File: src/rtl/prefix_to_as_number_matcher_defines.svh
// Assertion macros used by the prefix matcher top level
`ifndef PREFIX_TO_AS_NUMBER_MATCHER_DEFINES_SVH
`define PREFIX_TO_AS_NUMBER_MATCHER_DEFINES_SVH

// same-cycle implication, checked out of reset
`define PTAM_ASSERT_IMP(lbl, ante, cons) \
    lbl: assert property (@(posedge i_clk) disable iff (!i_rst_n) (ante) |-> (cons)) \
        else $error("ptam assertion failed");

// next-cycle implication, checked out of reset
`define PTAM_ASSERT_NXT(lbl, ante, cons) \
    lbl: assert property (@(posedge i_clk) disable iff (!i_rst_n) (ante) |=> (cons)) \
        else $error("ptam assertion failed");

`endif

File: src/rtl/ptam_pkg.sv
// Types, constants and helpers of the prefix matcher
package ptam_pkg;
    localparam int TABLE_ENTRIES = 64;
    localparam int AS_PER_PREFIX = 4;
    localparam int ACL_SLOTS     = 4;
    localparam int IDX_W         = $clog2(TABLE_ENTRIES);
    localparam int CNT_W         = $clog2(AS_PER_PREFIX + 1);
    localparam int AS_IDX_W      = (AS_PER_PREFIX > 1) ? $clog2(AS_PER_PREFIX) : 1;
    localparam int LEN_W         = 6;
    localparam int ACL_CNT_W     = 3;
    localparam int REG_W         = 3;
    localparam logic [LEN_W-1:0] MAX_LEN = LEN_W'(32);

    typedef logic [2:0] t_status;
    localparam t_status ST_NEW       = 3'd0;
    localparam t_status ST_APPENDED  = 3'd1;
    localparam t_status ST_DUPLICATE = 3'd2;
    localparam t_status ST_TBL_FULL  = 3'd3;
    localparam t_status ST_LIST_FULL = 3'd4;
    localparam t_status ST_LOOKUP    = 3'd5;
    localparam t_status ST_REJECT    = 3'd6;

    localparam logic REQ_ADD   = 1'b0;
    localparam logic REQ_MATCH = 1'b1;

    typedef logic [REG_W-1:0] t_reg;
    localparam t_reg REG_ACL_COUNT = 3'd0;
    localparam t_reg REG_ACL_AS_0  = 3'd1;

    // token that walks the cell row
    typedef struct packed {
        logic              vld;
        logic              req;
        logic [31:0]       addr;
        logic [LEN_W-1:0]  len;
        logic [31:0]       asn;
        logic              free_found;
        logic [IDX_W-1:0]  free_idx;
        logic              done;
        t_status           status;
        logic              found;
        logic [LEN_W-1:0]  best_len;
        logic              hit;
    } t_tok;

    typedef struct packed {
        logic              en;
        logic [IDX_W-1:0]  idx;
        logic [31:0]       pfx;
        logic [LEN_W-1:0]  len;
        logic [31:0]       asn;
    } t_wr;

    typedef struct packed {
        logic [ACL_CNT_W-1:0]             used;
        logic [ACL_SLOTS-1:0][31:0]       as_num;
    } t_acl;

    // len in 0..32
    function automatic logic [31:0] len_mask(input logic [LEN_W-1:0] len);
        len_mask = ~(32'hffff_ffff >> len);
    endfunction
endpackage

File: src/rtl/ptam_cell.sv
// One table slot: holds a prefix and its AS list, updates the passing token
module ptam_cell (
    input  logic                     i_clk,
    input  logic                     i_rst_n,
    input  logic [ptam_pkg::IDX_W-1:0] i_idx,
    input  ptam_pkg::t_tok           i_tok,
    input  ptam_pkg::t_wr            i_wr,
    input  ptam_pkg::t_acl           i_acl,
    output ptam_pkg::t_tok           o_tok
);
    import ptam_pkg::*;

    logic                              r_valid;
    logic [31:0]                       r_pfx;
    logic [LEN_W-1:0]                  r_len;
    logic [CNT_W-1:0]                  r_cnt;
    logic [AS_PER_PREFIX-1:0][31:0]    r_as;
    t_tok                              r_tok;
    t_tok                              n_tok;
    logic                              w_has;
    logic                              w_hit;
    logic                              w_cover;
    logic                              w_app;
    logic                              w_new;

    always_comb begin
        w_has = 1'b0;
        w_hit = 1'b0;
        for (int k = 0; k < AS_PER_PREFIX; k++) begin
            if (CNT_W'(k) < r_cnt) begin
                if (r_as[k] == i_tok.asn) w_has = 1'b1;
                for (int j = 0; j < ACL_SLOTS; j++) begin
                    if (ACL_CNT_W'(j) < i_acl.used && r_as[k] == i_acl.as_num[j]) w_hit = 1'b1;
                end
            end
        end
        w_cover = (i_tok.addr & len_mask(r_len)) == r_pfx;
    end

    always_comb begin
        n_tok = i_tok;
        w_app = 1'b0;
        if (i_tok.vld) begin
            if (i_tok.req == REQ_ADD) begin
                if (!i_tok.done) begin
                    if (!r_valid) begin
                        if (!i_tok.free_found) begin
                            n_tok.free_found = 1'b1;
                            n_tok.free_idx   = i_idx;
                        end
                    end else if (r_pfx == i_tok.addr && r_len == i_tok.len) begin
                        n_tok.done = 1'b1;
                        if (w_has) begin
                            n_tok.status = ST_DUPLICATE;
                        end else if (r_cnt >= CNT_W'(AS_PER_PREFIX)) begin
                            n_tok.status = ST_LIST_FULL;
                        end else begin
                            n_tok.status = ST_APPENDED;
                            w_app        = 1'b1;
                        end
                    end
                end
            end else if (r_valid && w_cover && (!i_tok.found || r_len > i_tok.best_len)) begin
                n_tok.found    = 1'b1;
                n_tok.best_len = r_len;
                n_tok.hit      = w_hit;
            end
        end
    end

    assign w_new = i_wr.en && (i_wr.idx == i_idx);

    always_ff @(posedge i_clk) begin
        if (!i_rst_n) begin
            r_valid <= 1'b0;
            r_tok   <= '0;
        end else begin
            r_tok <= n_tok;
            if (w_new) r_valid <= 1'b1;
        end
    end

    always_ff @(posedge i_clk) begin
        if (w_new) begin
            r_pfx    <= i_wr.pfx;
            r_len    <= i_wr.len;
            r_cnt    <= CNT_W'(1);
            r_as[0]  <= i_wr.asn;
        end else if (w_app) begin
            r_as[r_cnt[AS_IDX_W-1:0]] <= i_tok.asn;
            r_cnt                     <= r_cnt + CNT_W'(1);
        end
    end

    assign o_tok = r_tok;
endmodule

File: config.mk
export PLATFORM = sky130hd
export DESIGN_NAME = ptam_cell
export DESIGN_NICKNAME = d
export VERILOG_FILES = /design/src/rtl/prefix_to_as_number_matcher_defines.svh /design/src/rtl/ptam_pkg.sv /design/src/rtl/ptam_cell.sv
export SDC_FILE = /design/constraint.sdc
export NUM_CORES = 1
export LEC_CHECK = 0
export ABC_AREA = 1
export BUFFER_PORTS_ARGS = -buffer_cell sky130_fd_sc_hd__buf_2
export CORE_MARGIN = 2
export CORE_UTILIZATION = 50
export CTS_BUF_LIST = sky130_fd_sc_hd__clkbuf_8
export DETAILED_ROUTE_END_ITERATION = 8
export MAX_ROUTING_LAYER = met4
export PLACE_DENSITY = 0.73
export REMOVE_ABC_BUFFERS = 1
export SYNTH_ARGS = -nofsm -noshare
export SYNTH_HDL_FRONTEND = slang
export SYNTH_SLANG_ARGS = --single-unit
File: constraint.sdc
create_clock -name i_clk -period 4.85 [get_ports i_clk]
set_input_delay 0.2425 -clock i_clk [delete_from_list [all_inputs] [get_ports i_clk]]
set_output_delay 0.2425 -clock i_clk [all_outputs]
set_load 0.005 [all_outputs]
==> results of run 1 <==
cell families after synthesis:
logic type      Yosys count  share of synthesized area [%]
flops                   261                           33.7
fa+ha+maj                10                          0.613
xor+xnor                263                           11.3
compound gates          327                           8.76
buf+inv                 537                           9.95
simple gates           1800                           35.7
repair_timing:
item	4_1_cts
endpoints found under the hold margin	121
setup buffers	0
hold buffers	124
cell usage after synthesis (all sizes together) (2+ instances only):
library cell  count  area share [%]
a211oi            2           0.073
a21oi            27            0.79
a31oi             2           0.061
buf               9            0.24
clkbuf          115             2.1
dfxtp            95             9.3
edfxtp          166              24
ha               10            0.61
inv             412             7.6
nand2          1101              20
nand2b            2           0.061
nand3           122             3.1
nand3b            7            0.26
nand4            69             2.1
nor2            412             7.6
nor3             63             1.5
nor3b             5            0.18
nor4              3           0.092
o211ai           10            0.37
o21ai           246             6.0
o21bai            2           0.073
o22ai             7            0.21
o31ai            28             1.0
or2              14            0.43
xnor2           105             4.5
xor2            158             6.8
routing by layer:
layer	GRT usage, %	overflow
met1	71.9	0
met2	89.3	1
met3	51.3	0
met4	67.7	1
met5	-	-
per-stage QoR:
step                      worst slack, ps  cell area (um^2)
after CTS                            1450             24700
after detailed placement             1480             22700
after floorplan                      1430             19900
after global placement               1580             22700
==> metrics.cfg, run 1 <==
[outcome]
status = stopped before the end
haltStage = global routing (5_1_grt)
firstError = [ERROR GRT-0116] Global routing finished with congestion. Check the congestion regions in the DRC Viewer.

[yosys]
async_flop_share_pct = 0
synthFlopType = edfxtp_1
syn_area_mm2 = 0.0204
avgSynthCellArea_um2 = 6.39
ys_seq_area_share_pct = 33.7
yosys_warnings = 0
synth.distinct_cells = 42
ys_seq_elements = 261
syn_inst = 3198
synth_edf_count = 166

[placement]
port_buffers = 397
placedCellCount = 4014
dpl.hpwl_mm = 101
gp_congestion = 1.33

[global_routing]
grt_pass1_vias = 27600
overflow = 2
grt_max_degree = 89
grt_usage_pct = 71.8
grt_pass1_wl_mm = 207

[clocking]
cts_sinks = 261
cts_made_buffers = 38
clk_path_buf_depth = 3
h-tree-depth = 2
root_buffer = clkbuf_8
cts_resized = 0

[floorplan]
start_util_pct = 50.4
placementRows = 74
ioPinCount = 398
die_x_um = 206
dieHeight_um = 206

==> run 2, diff against run 1 <==
CORE_UTILIZATION = 35   (was 50)
CTS_BUF_LIST = unset   (was sky130_fd_sc_hd__clkbuf_8)
MAX_ROUTING_LAYER = unset   (was met4)
PLACE_DENSITY = unset   (was 0.73)
PLACE_DENSITY_LB_ADDON = 0.15   (was unset)
==> metrics.cfg, run 2 <==
[outcome]
status = finished with violations
violations = max-capacitance violations, max-slew violations

[yosys]
ys_seq_area_share_pct = 33.7
ys_seq_elements = 261
syn_area_mm2 = 0.0204
synth_edf_count = 166
synth.most_common_cell = nand2_1
synth_mux_area_share_pct = 0
synth-xor-area-share_pct = 11.3
synth.top_cell.area_share_pct = 24.4
netlist_top_cells_count = nand2_1 (1099), inv_1 (409), nor2_1 (409)
synth_fa_ha_area_share_pct = 0.613
yosys_warnings = 0
synth-compound-area-share_pct = 8.76
syn_inst = 3198
synth.area.top_cells = edfxtp_1 (24%), nand2_1 (20%), dfxtp_1 (9.3%), inv_1 (7.5%), nor2_1 (7.5%)
async_flop_share_pct = 0
synth_top_family_by_area = simple AND/OR/NAND/NOR gates
synth_simple_gate_area_share_pct = 35.7
synth_top_area_cell = edfxtp_1
avgSynthCellArea_um2 = 6.39
synthFlopType = edfxtp_1
synth.distinct_cells = 42

[pwr]
power.total_mw = 6.07
p_leak_nw = 12.5
peakVddDrop_v = 0.000330
p_per_area_mw_per_mm2 = 239

[floorplan]
dieHeight_um = 246
start_util_pct = 35.4
core_area_mm2 = 0.0577
ioPinCount = 398
placementRows = 88
die_area_mm2 = 0.0603
die_x_um = 246

[flow_run]
maxCapViolations = 2

[timing]
fin_crit_ps = 3810
finalHoldViolCount = 0
finalSetupTns_ps = 0
setup_ws_ps = 1040
min_period_over_period_pct = 78.6
clock_skew_ps = 35.9
finalSetupViolations = 0
rsz0062_at_grt = no
holdWs_ps = 12.4
slew_headroom_pct = -2.22
slew_viol_final = 4
fmax_mhz = 262
tightest_slew_ps = 1530

[clocking]
h-tree-depth = 1
cts_sinks = 261
cts_tree = yes
clkLatencyLatePin_ps = 600
cts_made_buffers = 30
root_buffer = clkbuf_16
clk_path_buf_depth = 3
post_cts_buffers = 0
path_clk_slew_ps = 70

[layout]
layout_common_cells = nand2_1 (1099), inv_1 (409), nor2_1 (406)
multi_input_area_mm2 = 0.0115
fillers = 6207
regMostFlops = r_as
final_util_pct = 44.0
final_cells = 4456
layout_commonest_cell = nand2_1
register_area_mm2 = 0.00689
drive_above_1_share_pct = 13.7
nets = 3975
syn_to_final_growth_pct = 24.4
design_area_mm2 = 0.0254
largest_reg_flops = 128

[routing]
firstDrtPassIters = 6
ant_nets = 0
drc_errors = 0
drt-initial-drc-count = 3393
drt_wl_total_mm = 151
vias = 25600
wl_per_cell_um = 33.9
vias_per_cell = 5.75

[setup_path]
end_kind = flip-flop
reg2reg_slack_ps = 1040
required_ps = 5060
path_max_fanout = 32
critPathKind = reg2reg
worstPathArrival_ps = 4020
start_kind = flip-flop

[placement]
place_area_mm2 = 0.0231
gp_congestion = 1.16
dpl.hpwl_mm = 118
pre_cts_ws_ps = 1430
placedCellCount = 4261
port_buffers = 397

[global_routing]
grt_usage_pct = 48.9
grt_pass1_wl_mm = 200
grt_max_degree = 63
antenna_found_initial = 16
overflow = 0
grt_pass1_vias = 24700

[hold_path]
hp-class = in2reg

run 2: cell counts after synthesis:
No cell type changed its count.
run 2: metal layers:
layer  GRT usage, %  part of all wire (%)  vias to the layer above
li1               -                     -                    11000
met1           53.7                    33                    12000
met2           73.3                    43                     2014
met3           16.2                    12                      685
met4           48.1                    12                       18
met5              0                 0.073                        -
run 2: path summary, 6_finish.rpt:
kind / start / endpoint / depth (start not counted)
max reg2reg: r_as[99]$_DFFE_PP_ / r_as[22]$_DFFE_PP_ / 10
min reg2reg: r_cnt[0]$_SDFFE_PP1P_ / r_cnt[0]$_SDFFE_PP1P_ / 2
max: r_as[99]$_DFFE_PP_ / r_as[22]$_DFFE_PP_ / 10
min: i_tok[27] / o_tok[27]$_SDFF_PN0_ / 3
run 2: power by group:
| group | internal [mW] | leakage [nW] | switching [mW] |
|---|---|---|---|
| Clock | 1.25 | 0.475 | 0.998 |
| Sequential | 2.43 | 2.29 | 0.0461 |
| Combinational | 0.431 | 9.75 | 0.908 |
| Total | 4.11 | 12.5 | 1.95 |
run 2: logic make-up (layout without fill, tap and decap cells):
logic type	count (synthesis)	count (layout)
AND/OR/NAND/NOR	1800	1800
buffers and inverters	537	1021
AO/OA/AOI/OAI	327	327
XOR/XNOR	263	263
flip-flops	261	261
adder cells (fa/ha/maj)	10	10
other	0	9
run 2: timing repair:
item | 4_1_cts | 5_1_grt
endpoints found under the setup margin | 0 | 0
hold buffers | 130 | 0
gates resized for setup | 0 | 0
hold endpoints to repair | 124 | 0
run 2: area by class of cell:
| cell class | count | area share (%) |
|---|---|---|
| clock inverters | 14 | 0.364 |
| well taps | 765 | 3.77 |
| flip-flops and latches | 261 | 27.1 |
| multi-input cells | 2400 | 45.5 |
| clock buffers | 42 | 3.41 |
| repair buffers | 552 | 13.7 |
| inverters | 413 | 6.12 |
| diodes | 9 | 0.0886 |
run 2: critical path, cell delays in order, from the launching register on:
cell and delay [ps]:
edfxtp_1 810, o21ai_0 910, nor2_1 110, nand3_1 120, nor2_1 140, nand3_1 140, nand2_1 100, nor2_1 220
nand3_1 230, o21ai_4 170, buf_4 450
(Power assumes the default switching activity.)
==> run 3, diff against run 2 <==
clock period = 3.5 ns   (was 4.85 ns; I/O delays follow)
==> metrics.cfg, run 3 (synthesis gave the netlist of run 2 again) <==
[outcome]
status = finished with violations
violations = max-capacitance violations, max-slew violations, negative setup slack

[global_routing]
grt_max_degree = 100
grt_usage_pct = 49.7
overflow = 0
grt_pass1_wl_mm = 203
antenna_found_initial = 19
grt_pass1_vias = 25000

[setup_path]
path_max_fanout = 5
r2r.worst_path.cells = 12
required_ps = 4010
worstPathCellList = xnor2_1 > nand3_1 > nor2_1 > nand3_1 > nor2_1 > nor2_1 > nand2_1 > nand2_1 > nand2_1 > nor2_1 > buf_4 > a21oi_2
slowest_delay_ps = 1280
r2r-end = o_tok[0]$_SDFF_PN0_
critPathKind = reg2reg
cp.depth = 12
worstPathArrival_ps = 4050
end_kind = flip-flop
r2r-start = r_as[60]$_DFFE_PP_
start_kind = flip-flop
cpMostUsedCell = nor2_1
slowest_stage = xnor2_1
cp_num_buf_inv = 1
reg2reg_slack_ps = -40
critical_path.top_delay_family = simple AND/OR/NAND/NOR gates

[floorplan]
die_area_mm2 = 0.0603
die_x_um = 246
ioPinCount = 398
dieHeight_um = 246
core_area_mm2 = 0.0577
placementRows = 88
start_util_pct = 35.4

[routing]
firstDrtPassIters = 6
met3_length_mm = 18.2
drt-initial-drc-count = 3559
ant_nets = 0
met2_length_mm = 65.1
vias_per_cell = 5.72
wl_per_cell_um = 33.6
drc_errors = 0
vias = 26100
top_layer_used = met5
wl_met1_mm = 51.7
drt_wl_total_mm = 153

[clocking]
cts_made_buffers = 28
clkLatencyLatePin_ps = 600
cts_tree = yes
clk_path_buf_depth = 3
cts_sinks = 261
path_clk_slew_ps = 70
h-tree-depth = 1
root_buffer = clkbuf_16

[layout]
nets = 4072
drive_above_1_share_pct = 15.3
layout_common_cells = nand2_1 (1099), inv_1 (409), nor2_1 (406)
layout_commonest_cell = nand2_1
design_area_mm2 = 0.0264
regMostFlops = r_as
largest_reg_flops = 128
fillers = 6069
syn_to_final_growth_pct = 29.0

[timing]
setup_ws_ps = -39.2
finalHoldViolCount = 0
finalSetupViolations = 1
fin_crit_ps = 3540
slew_viol_final = 2
slew_headroom_pct = -4.50
rsz0062_at_grt = no
tightest_slew_ps = 1560
clock_skew_ps = 33.2
min_period_over_period_pct = 101
fmax_mhz = 283

[pwr]
p_per_area_mw_per_mm2 = 326
power.total_mw = 8.60
peakVddDrop_v = 0.000436
p_leak_nw = 13.0

[hold_path]
hp-class = in2reg
holdPathStages = 3
min_from = i_wr[31]
worstHoldEndpoint = r_as[31]$_DFFE_PP_

[placement]
dpl.hpwl_mm = 122
port_buffers = 397
gp_congestion = 1.15
place_area_mm2 = 0.0237

[flow_run]
maxCapViolations = 1

-- run 3: changes by cell type in the layout (fill, tap and decap cells not counted), moves of 3 or more --
| cell | previous run | this run |
|---|---|---|
| dlygate4sd3_1 | 130 | 160 |
| bufinv_16 | 0 | 3 |
| buf_4 | 26 | 90 |
| clkbuf_1 | 6 | 1 |
| buf_12 | 0 | 5 |
| clkinvlp_4 | 1 | 6 |
| clkinv_2 | 6 | 2 |
-- run 3: timing repair --
item                                    CTS  global route
hold buffers                            160             0
endpoints found under the hold margin   206             0
setup buffers                             0             0
gates resized for setup                   0             0
endpoints found under the setup margin    0             0
-- run 3: worst max path at each step --
stage                             startpoint                  end
after floorplan           r_len[2]$_DFFE_PP_    r_as[0]$_DFFE_PP_
after global placement    r_as[99]$_DFFE_PP_   r_as[69]$_DFFE_PP_
after detailed placement  r_len[2]$_DFFE_PP_   r_as[78]$_DFFE_PP_
after CTS                 r_len[2]$_DFFE_PP_  r_as[121]$_DFFE_PP_
after global routing      r_as[60]$_DFFE_PP_  o_tok[0]$_SDFF_PN0_
final                     r_as[60]$_DFFE_PP_  o_tok[0]$_SDFF_PN0_
-- run 3: per-stage QoR --
step,worst slack (ps),hold WS (ps),util [%],TNS (ps),instances
finish,-39.2,27.9,45.7,-39.2,4553
global route,82.5,36.1,45.6,0,4544
CTS,485,7.87,45.6,0,4542
detailed placement,508,353,41.1,0,4330
global placement,523,352,41.1,0,4330
floorplan,84.2,268,-,0,3074
-- run 3: metal layers --
metal,up-vias,GRT usage (%)
met3,708,16.2
met5,-,0
li1,11200,-
met4,12,47.3
met2,2133,75.3
met1,12100,54.5
-- run 3: power breakdown --
group	total (mW)	switching [mW]	internal [mW]
logic	1.87	1.24	0.631
registers	3.43	0.0628	3.37
clock network	3.30	1.41	1.89
-- run 3: worst min-delay path: cells and delay by family --
kind | cells | cell delay [ps]
AOI/OAI and AO/OA | 1 | 140
buffers and inverters | 1 | 100
and+or+nand+nor | 1 | 70
-- run 3: cell type report --
cell class / instances / area [um^2] / share of cell area (%)
inverters: 413 / 1550 / 5.90
well taps: 765 / 957 / 3.63
multi-input cells: 2400 / 11500 / 43.8
flip-flops and latches: 261 / 6890 / 26.1
diodes: 11 / 27.5 / 0.104
repair buffers: 651 / 4360 / 16.5
clock inverters: 16 / 208 / 0.788
clock buffers: 36 / 812 / 3.08
